### src/sv/sd4c_pkg.sv
// Shared types, constants and CRC functions for the four-lane SD CRC16 unit.
package sd4c_pkg;

	localparam int LANES       = 4;
	localparam int CRC_W       = 16;
	localparam int CRC_BYTES   = 8;
	localparam int QUEUE_DEPTH = 2;

	localparam logic [CRC_W-1:0] CRC_POLY = 16'h1021;

	typedef logic [CRC_W-1:0] lane_crc_t;
	typedef logic [LANES-1:0][CRC_W-1:0] crc_set_t;
	typedef logic [$clog2(CRC_BYTES)-1:0] byte_idx_t;

	// Queue status seen by the producer and the consumer.
	typedef struct packed {
		logic full;
		logic empty;
	} q_stat_t;

	// Shift one data bit into one lane register.
	function automatic lane_crc_t crc_step(lane_crc_t r, logic b);
		lane_crc_t nxt;
		nxt = {r[CRC_W-2:0], 1'b0};
		if (r[CRC_W-1] ^ b) begin
			nxt = nxt ^ CRC_POLY;
		end
		return nxt;
	endfunction

	// Feed one nibble: bit 3 to lane 0 down to bit 0 to lane 3.
	function automatic crc_set_t crc_nibble(crc_set_t s, logic [LANES-1:0] nib);
		crc_set_t r;
		r = s;
		for (int l = 0; l < LANES; l++) begin
			r[l] = crc_step(s[l], nib[LANES-1-l]);
		end
		return r;
	endfunction

	// Output word k: bit 15-2k of lanes 0..3, then bit 14-2k of lanes 0..3.
	function automatic logic [7:0] crc_out_byte(crc_set_t s, byte_idx_t k);
		logic [3:0] hi;
		logic [3:0] lo;
		logic [7:0] b;
		hi = {~k, 1'b1};
		lo = {~k, 1'b0};
		b  = '0;
		for (int l = 0; l < LANES; l++) begin
			b[7-l] = s[l][hi];
			b[3-l] = s[l][lo];
		end
		return b;
	endfunction

endpackage

### src/sv/sd4c_in_if.sv
// Input channel: one sector byte per word with a last-byte mark.
interface sd4c_in_if;
	logic       valid;
	logic       ready;
	logic [7:0] data_byte;
	logic       last_byte;

	modport source(output valid, data_byte, last_byte, input ready);
	modport sink(input valid, data_byte, last_byte, output ready);
endinterface

### src/sv/sd4c_out_if.sv
// Output channel: one interleaved CRC byte per word with an end mark.
interface sd4c_out_if;
	logic       valid;
	logic       ready;
	logic [7:0] crc_byte;
	logic       crc_last;

	modport source(output valid, crc_byte, crc_last, input ready);
	modport sink(input valid, crc_byte, crc_last, output ready);
endinterface

### src/sv/sd_four_lane_crc16_unit.sv
// Top level of the four-lane SD data CRC16 unit.
// Usage:
//   data channel (sink): one sector byte per word, data_byte with last_byte
//   marking the final byte of a block. The high nibble feeds first; bits 7
//   and 3 go to DAT0, bits 6 and 2 to DAT1, bits 5 and 1 to DAT2, 4 and 0 to DAT3.
//   crc channel (source): after each last byte, eight words carry the four
//   CRC16-CCITT values interleaved MSB first, two bit positions per word;
//   crc_last marks the eighth.
// Timing:
//   Bytes are taken one per cycle while the queue has room; the front end
//   runs both nibble updates of all four lanes in a single step.
//   On the last byte the lane set is written into the queue; the back end,
//   once free, pops it into its output register, which then holds the first
//   CRC word, and the rest follow one per cycle while the receiver is ready.
//   The front end stalls (ready low) only while the queue of finished
//   blocks is full, so back-to-back sectors of eight bytes or more stream
//   without a bubble.
// Reset: arst_n clears the lane CRCs, empties the queue and clears the output valid flag.
// Receiver stall: the current CRC word holds; the front end keeps taking
// bytes until QUEUE_DEPTH_P finished blocks are waiting.
module sd_four_lane_crc16_unit
	import sd4c_pkg::*;
#(
	parameter int QUEUE_DEPTH_P = QUEUE_DEPTH
) (
	input  logic       clk,
	input  logic       arst_n,
	sd4c_in_if.sink    data,
	sd4c_out_if.source crc
);

	// Queue handshake between front and back.
	logic     push;
	logic     pop;
	crc_set_t push_data;
	crc_set_t head;
	q_stat_t  qs;

	// Front: absorb bytes, post the finished lane set on the last byte.
	sd4c_front u_front (
		.clk       (clk),
		.arst_n    (arst_n),
		.data      (data),
		.qs        (qs),
		.push      (push),
		.push_data (push_data)
	);

	// Decouple: hold finished blocks while the receiver stalls.
	sd4c_queue #(
		.DEPTH (QUEUE_DEPTH_P)
	) u_queue (
		.clk       (clk),
		.arst_n    (arst_n),
		.push      (push),
		.push_data (push_data),
		.pop       (pop),
		.head      (head),
		.qs        (qs)
	);

	// Back: emit eight interleaved words per block.
	sd4c_back u_back (
		.clk    (clk),
		.arst_n (arst_n),
		.head   (head),
		.qs     (qs),
		.pop    (pop),
		.crc    (crc)
	);

`ifndef NO_ASSERTIONS
	a_q_consistent: assert property (@(posedge clk) disable iff (!arst_n)
		!(qs.full && qs.empty))
		else $error("queue reports full and empty at once");

	a_no_pop_empty: assert property (@(posedge clk) disable iff (!arst_n)
		pop |-> !qs.empty)
		else $error("back end popped an empty queue");

	a_last_queued: assert property (@(posedge clk) disable iff (!arst_n)
		data.valid && data.ready && data.last_byte |=> !qs.empty)
		else $error("finished block not queued after last byte");

	a_push_room: assert property (@(posedge clk) disable iff (!arst_n)
		push |-> !qs.full)
		else $error("front end pushed into a full queue");
`endif

endmodule

### src/sv/sd4c_front.sv
// Front end: absorbs sector bytes into the four lane CRCs, posts the result on the last byte.
module sd4c_front
	import sd4c_pkg::*;
(
	input  logic      clk,
	input  logic      arst_n,
	sd4c_in_if.sink   data,
	input  q_stat_t   qs,
	output logic      push,
	output crc_set_t  push_data
);

	crc_set_t crc_q;
	crc_set_t crc_hi;
	logic     take;

	// Stall only when the queue cannot take a finished sector.
	assign data.ready = !qs.full;
	assign take       = data.valid && data.ready;

	always_comb begin
		crc_hi    = crc_nibble(crc_q, data.data_byte[7:4]);
		push_data = crc_nibble(crc_hi, data.data_byte[3:0]);
	end

	assign push = take && data.last_byte;

	always_ff @(posedge clk or negedge arst_n) begin
		if (!arst_n) begin
			crc_q <= '0;
		end else if (take) begin
			crc_q <= data.last_byte ? crc_set_t'('0) : push_data;
		end
	end

endmodule

### src/sv/sd4c_queue.sv
// Small FIFO of finished CRC sets between front and back.
module sd4c_queue
	import sd4c_pkg::*;
#(
	parameter int DEPTH = QUEUE_DEPTH
) (
	input  logic     clk,
	input  logic     arst_n,
	input  logic     push,
	input  crc_set_t push_data,
	input  logic     pop,
	output crc_set_t head,
	output q_stat_t  qs
);

	localparam int AW = (DEPTH > 1) ? $clog2(DEPTH) : 1;
	localparam int CW = $clog2(DEPTH + 1);

	crc_set_t        mem_q [DEPTH];
	logic [AW-1:0]   wr_ptr_q;
	logic [AW-1:0]   rd_ptr_q;
	logic [CW-1:0]   cnt_q;

	assign head     = mem_q[rd_ptr_q];
	assign qs.full  = (cnt_q == CW'(DEPTH));
	assign qs.empty = (cnt_q == '0);

	function automatic logic [AW-1:0] wrap_inc(logic [AW-1:0] p);
		return (p == AW'(DEPTH - 1)) ? '0 : p + 1'b1;
	endfunction

	always_ff @(posedge clk) begin
		if (push) begin
			mem_q[wr_ptr_q] <= push_data;
		end
	end

	always_ff @(posedge clk or negedge arst_n) begin
		if (!arst_n) begin
			wr_ptr_q <= '0;
			rd_ptr_q <= '0;
			cnt_q    <= '0;
		end else begin
			if (push) begin
				wr_ptr_q <= wrap_inc(wr_ptr_q);
			end
			if (pop) begin
				rd_ptr_q <= wrap_inc(rd_ptr_q);
			end
			if (push && !pop) begin
				cnt_q <= cnt_q + 1'b1;
			end else if (pop && !push) begin
				cnt_q <= cnt_q - 1'b1;
			end
		end
	end

endmodule

### src/sv/sd4c_back.sv
// Back end: serializes one CRC set into eight interleaved bytes through an output register.
module sd4c_back
	import sd4c_pkg::*;
(
	input  logic      clk,
	input  logic      arst_n,
	input  crc_set_t  head,
	input  q_stat_t   qs,
	output logic      pop,
	sd4c_out_if.source crc
);

	crc_set_t   hold_q;
	byte_idx_t  idx_q;
	logic       busy_q;
	logic       out_v_q;
	logic [7:0] out_byte_q;
	logic       out_last_q;
	logic       adv;

	// Advance when the output register is free or being taken.
	assign adv = !out_v_q || crc.ready;
	assign pop = adv && !busy_q && !qs.empty;

	assign crc.valid    = out_v_q;
	assign crc.crc_byte = out_byte_q;
	assign crc.crc_last = out_last_q;

	always_ff @(posedge clk) begin
		if (pop) begin
			hold_q     <= head;
			out_byte_q <= crc_out_byte(head, '0);
			out_last_q <= 1'b0;
		end else if (adv && busy_q) begin
			out_byte_q <= crc_out_byte(hold_q, idx_q);
			out_last_q <= (idx_q == byte_idx_t'(CRC_BYTES - 1));
		end
	end

	always_ff @(posedge clk or negedge arst_n) begin
		if (!arst_n) begin
			idx_q   <= '0;
			busy_q  <= 1'b0;
			out_v_q <= 1'b0;
		end else if (adv) begin
			if (busy_q) begin
				out_v_q <= 1'b1;
				idx_q   <= idx_q + 1'b1;
				if (idx_q == byte_idx_t'(CRC_BYTES - 1)) begin
					busy_q <= 1'b0;
				end
			end else if (pop) begin
				out_v_q <= 1'b1;
				idx_q   <= byte_idx_t'(1);
				busy_q  <= 1'b1;
			end else begin
				out_v_q <= 1'b0;
			end
		end
	end

endmodule
### src/flat_wrapper.sv
// flat-port wrapper written by rule: the top's interface ports become plain ports
module sd_four_lane_crc16_unit_flat import sd4c_pkg::*;
#(
	parameter int QUEUE_DEPTH_P = QUEUE_DEPTH
)
  (clk, arst_n, data_valid, data_data_byte, data_last_byte, data_ready, crc_valid, crc_crc_byte, crc_crc_last, crc_ready);
  sd4c_in_if data_i ();
  sd4c_out_if crc_i ();
  input  logic clk;
  input  logic arst_n;
  input wire logic [$bits(data_i.valid)-1:0] data_valid;
  input wire logic [$bits(data_i.data_byte)-1:0] data_data_byte;
  input wire logic [$bits(data_i.last_byte)-1:0] data_last_byte;
  output wire logic [$bits(data_i.ready)-1:0] data_ready;
  output wire logic [$bits(crc_i.valid)-1:0] crc_valid;
  output wire logic [$bits(crc_i.crc_byte)-1:0] crc_crc_byte;
  output wire logic [$bits(crc_i.crc_last)-1:0] crc_crc_last;
  input wire logic [$bits(crc_i.ready)-1:0] crc_ready;
  assign data_i.valid = data_valid;
  assign data_i.data_byte = data_data_byte;
  assign data_i.last_byte = data_last_byte;
  assign data_ready = data_i.ready;
  assign crc_valid = crc_i.valid;
  assign crc_crc_byte = crc_i.crc_byte;
  assign crc_crc_last = crc_i.crc_last;
  assign crc_i.ready = crc_ready;
  sd_four_lane_crc16_unit #(.QUEUE_DEPTH_P(QUEUE_DEPTH_P)) u_core (.clk(clk), .arst_n(arst_n), .data(data_i), .crc(crc_i));
endmodule
### config.mk
export PLATFORM = sky130hd
export DESIGN_NAME = sd_four_lane_crc16_unit_flat
export DESIGN_NICKNAME = d
export VERILOG_FILES = /design/src/sv/sd4c_pkg.sv /design/src/sv/sd4c_in_if.sv /design/src/sv/sd4c_out_if.sv /design/src/sv/sd_four_lane_crc16_unit.sv /design/src/sv/sd4c_front.sv /design/src/sv/sd4c_queue.sv /design/src/sv/sd4c_back.sv /design/src/flat_wrapper.sv
export SDC_FILE = /design/constraint.sdc
export NUM_CORES = 1
export LEC_CHECK = 0
export ABC_AREA = 1
export BUFFER_PORTS_ARGS = -buffer_cell sky130_fd_sc_hd__buf_2
export CORE_MARGIN = 1
export CORE_UTILIZATION = 56
export DETAILED_ROUTE_END_ITERATION = 16
export GPL_ROUTABILITY_DRIVEN = 0
export GPL_TIMING_DRIVEN = 0
export PLACE_DENSITY = 0.75
export SLEW_MARGIN = 25
export SYNTH_ARGS = -nofsm -noshare
export SYNTH_HDL_FRONTEND = slang
export SYNTH_HIERARCHICAL = 1
export SYNTH_SLANG_ARGS = --single-unit
### constraint.sdc
create_clock -name clk -period 4.5 [get_ports clk]
set_clock_uncertainty 0.15 [all_clocks]
set_input_delay 0.9 -clock clk [delete_from_list [all_inputs] [get_ports clk]]
set_output_delay 0.9 -clock clk [all_outputs]
set_load 0.02 [all_outputs]
==> results.yml <==
cells_and_area:
  final_cells: 1281
  final_area_um2: 13300
  antennaDiodeCount: 0
  final_nets: 1006
  drive_gt1_frac: 0.240
  utilization: 0.652
  area_delta_synth_final_pct: 13.3
  n_fill_cell: 1522
cts:
  clockBufferDepth: 3
  worstSkewPairLatency_ns: 0.54
  cts_root_buf: "clkbuf_16"
  cts_made_buffers: 28
  cts_sinks: 274
  post_cts_buffers: 0
  tritoncts: "built"
  cts_hold_buf: 0
  cts-resized-gates: 0
  htree_levels: 1
  clkTransAtPathRegs_ns: 0.06
job:
  cap_violations: 0
timing:
  slew_headroom: 0.369
  setup_viol: 0
  min_period_ns: 2.93
  final_hold_viol_count: 0
  finalHoldWorstSlack_ns: 0.167
  max_clock_freq_mhz: 341
  tns_ns: 0
  rsz0062_at_grt: "false"
  drv_slew: 0
  fin_crit_sh: 0.652
  fin_ws_ns: 1.57
  worst_pin_slew_ns: 0.947
yosys:
  synth_top_family_by_area: "simple AND/OR/NAND/NOR gates"
  seq_area_frac_synth: 0.668
  synth.area.mux_share: 0.0772
  ys_ff_latch: 274
  synth.top_cells.by_area: "edfxtp_1, dfrtp_1, mux2_4"
  synth_fa_ha_area_frac: 0.00319
  synthXorXnorAreaFrac: 0.00223
  yosys_warnings: 6
  synthCells: 932
  synth_compound_area_frac: 0.0286
  synth_cell_types: 30
  synth_top_cell_by_area: "edfxtp_1"
  synthSimpleGateAreaFrac: 0.124
  synth_nets: 948
  avgSynthCellArea_um2: 12.6
  synth_top_area_frac: 0.511
  synth_area_um2: 11800
routing:
  ant_nets: 0
  routed_wl_um: 22800
  drc_errors: 0
  wl_per_cell_um: 17.8
  via_count: 6761
  viasPerCell: 5.28
  drt-initial-drc-count: 407
  drtPass1Iterations: 5
power:
  p_leak_nw: 5.67
  p_seq_frac: 0.421
  power.density_nw_per_um2: 676
  clock_power_share: 0.272
  peakVddDrop_mv: 0.349
  p_total_mw: 9.00
  swShare: 0.306
  p_int_mw: 6.25
  p_sw_mw: 2.75
  p_comb_frac: 0.307
place:
  place_area_um2: 12300
  hpwl_um: 14900
  io_buffers: 23
  placedCellCount: 1230
  place_ws_ns: 1.14
global_route:
  grt_remaining_overflow: 0
  grt_first_pass_wirelength_um: 36300
  antenna_found_initial: 0
  grt_pass1_vias: 7056
  grt_start_max_net_pins: 76
  grt_usage: 0.222
die:
  pin_count: 24
  die_area_um2: 21600
  die_w_um: 147
  die_h_um: 147
  core-area_um2: 20400
  start_util: 0.576
  std_cell_rows: 52
critical_path:
  reg2reg_slack_ns: 1.57
  cp-end-kind: "flip-flop"
  crit_path_max_fanout: 23
  r2r_cells: 10
  worstSetupPathType: "reg -> reg"
  worstPathArrival_ns: 3.02
  startpoint_type: "flip-flop"
  cp_data_required_time_ns: 4.59
run_status:
  outcome: "finished clean"
min_path:
  hp-class: "in -> async"
## power groups by stage
stage          Clock (mW)  Combinational [mW]  Sequential, mW
6_report             2.45                2.76            3.79
5_1_grt              2.59                3.01            3.84
4_1_cts              2.49                2.77            3.79
3_5_place_dp            0                2.75            3.84
3_3_place_gp            0                2.64            3.83
2_1_floorplan           0                1.98            3.83
## registers in the layout, summed over array words and instances (netlist names)
signal                      cells
u_core/u_back/busy_q            1
u_core/u_back/crc.crc_byte      8
u_core/u_back/crc.crc_last      1
u_core/u_back/crc.valid         1
u_core/u_back/hold_q           64
u_core/u_back/idx_q             3
u_core/u_front/crc_q           64
u_core/u_queue/cnt_q            2
u_core/u_queue/mem_q          128
u_core/u_queue/rd_ptr_q         1
u_core/u_queue/wr_ptr_q         1
## worst max-delay path, stage by stage (launching register included)
cell and delay, ns:
dfrtp_1 0.40, inv_1 0.09, nor2_1 0.05, inv_2 0.07, nand2_4 0.11, clkbuf_1 0.39, nor2_1 0.43, inv_1 0.13
nor2_4 0.36, buf_8 0.22, buf_16 0.19
## worst paths after layout
path                                       startpoint                          end
max in group asynchronous                      arst_n     u_core/u_front/crc_q[56]
min                                            arst_n     u_core/u_front/crc_q[24]
min in group clk           u_core/u_back/crc.crc_last   u_core/u_back/crc.crc_last
max reg2reg                   u_core/u_queue/cnt_q[1]  u_core/u_queue/mem_q[0][51]
max                           u_core/u_queue/cnt_q[1]  u_core/u_queue/mem_q[0][51]
min reg2reg                u_core/u_back/crc.crc_last   u_core/u_back/crc.crc_last
## layer usage
layer,global-route usage,wire (µm)
met1,0.274,9270
met2,0.389,11400
met3,0.0295,1130
met4,0.107,965
met5,0,0
## logic make-up (layout without fill, tap and decap cells)
kind of cell	count (synthesis)	after routing
adders and majority gates	3	3
buffers and inverters	205	284
and+or+nand+nor	331	331
muxes	64	64
xor gates and xnor gates	3	3
AOI/OAI and AO/OA	52	52
DFF	274	274
## synth_stat cells
cell type and number:
a21oi_1 2, and2_1 16, buf_12 1, buf_2 4, buf_4 62, buf_6 14
clkbuf_1 2, dfrtp_1 73, dfxtp_1 1, edfxtp_1 200, ha_1 3, inv_1 117
inv_2 4, inv_8 1, mux2_2 14, mux2_4 50, nand2_1 195, nand2_2 11
nand2_4 1, nand3_1 97, nand4_1 1, nor2_1 5, nor2_2 4, nor3_4 1
o21a_1 1, o21ai_0 25, o22ai_1 17, o22ai_2 7, xnor2_1 1, xor2_1 2
## cells in the final DEF, fill, tap and decap left out, types with 14 or more instances in the layout
master	instances
edfxtp_1	200
nand2_1	195
inv_1	116
nand3_1	97
dfrtp_1	73
buf_4	63
mux2_4	50
clkbuf_16	29
buf_2	26
o21ai_0	25
o22ai_1	17
and2_1	16
buf_6	14
mux2_2	14
## final cells by class
cell class / count / area [µm²] / share of cell area
clock inverter: 14 / 214 / 0.0161
timing repair buffer: 28 / 235 / 0.0177
buffer: 83 / 671 / 0.0503
clock buffer: 37 / 766 / 0.0575
tap: 270 / 338 / 0.0254
sequential: 274 / 7850 / 0.589
inverter: 122 / 468 / 0.0351
multi-input combinational: 453 / 2780 / 0.209
Note: power is estimated with default switching activity, not from simulation.
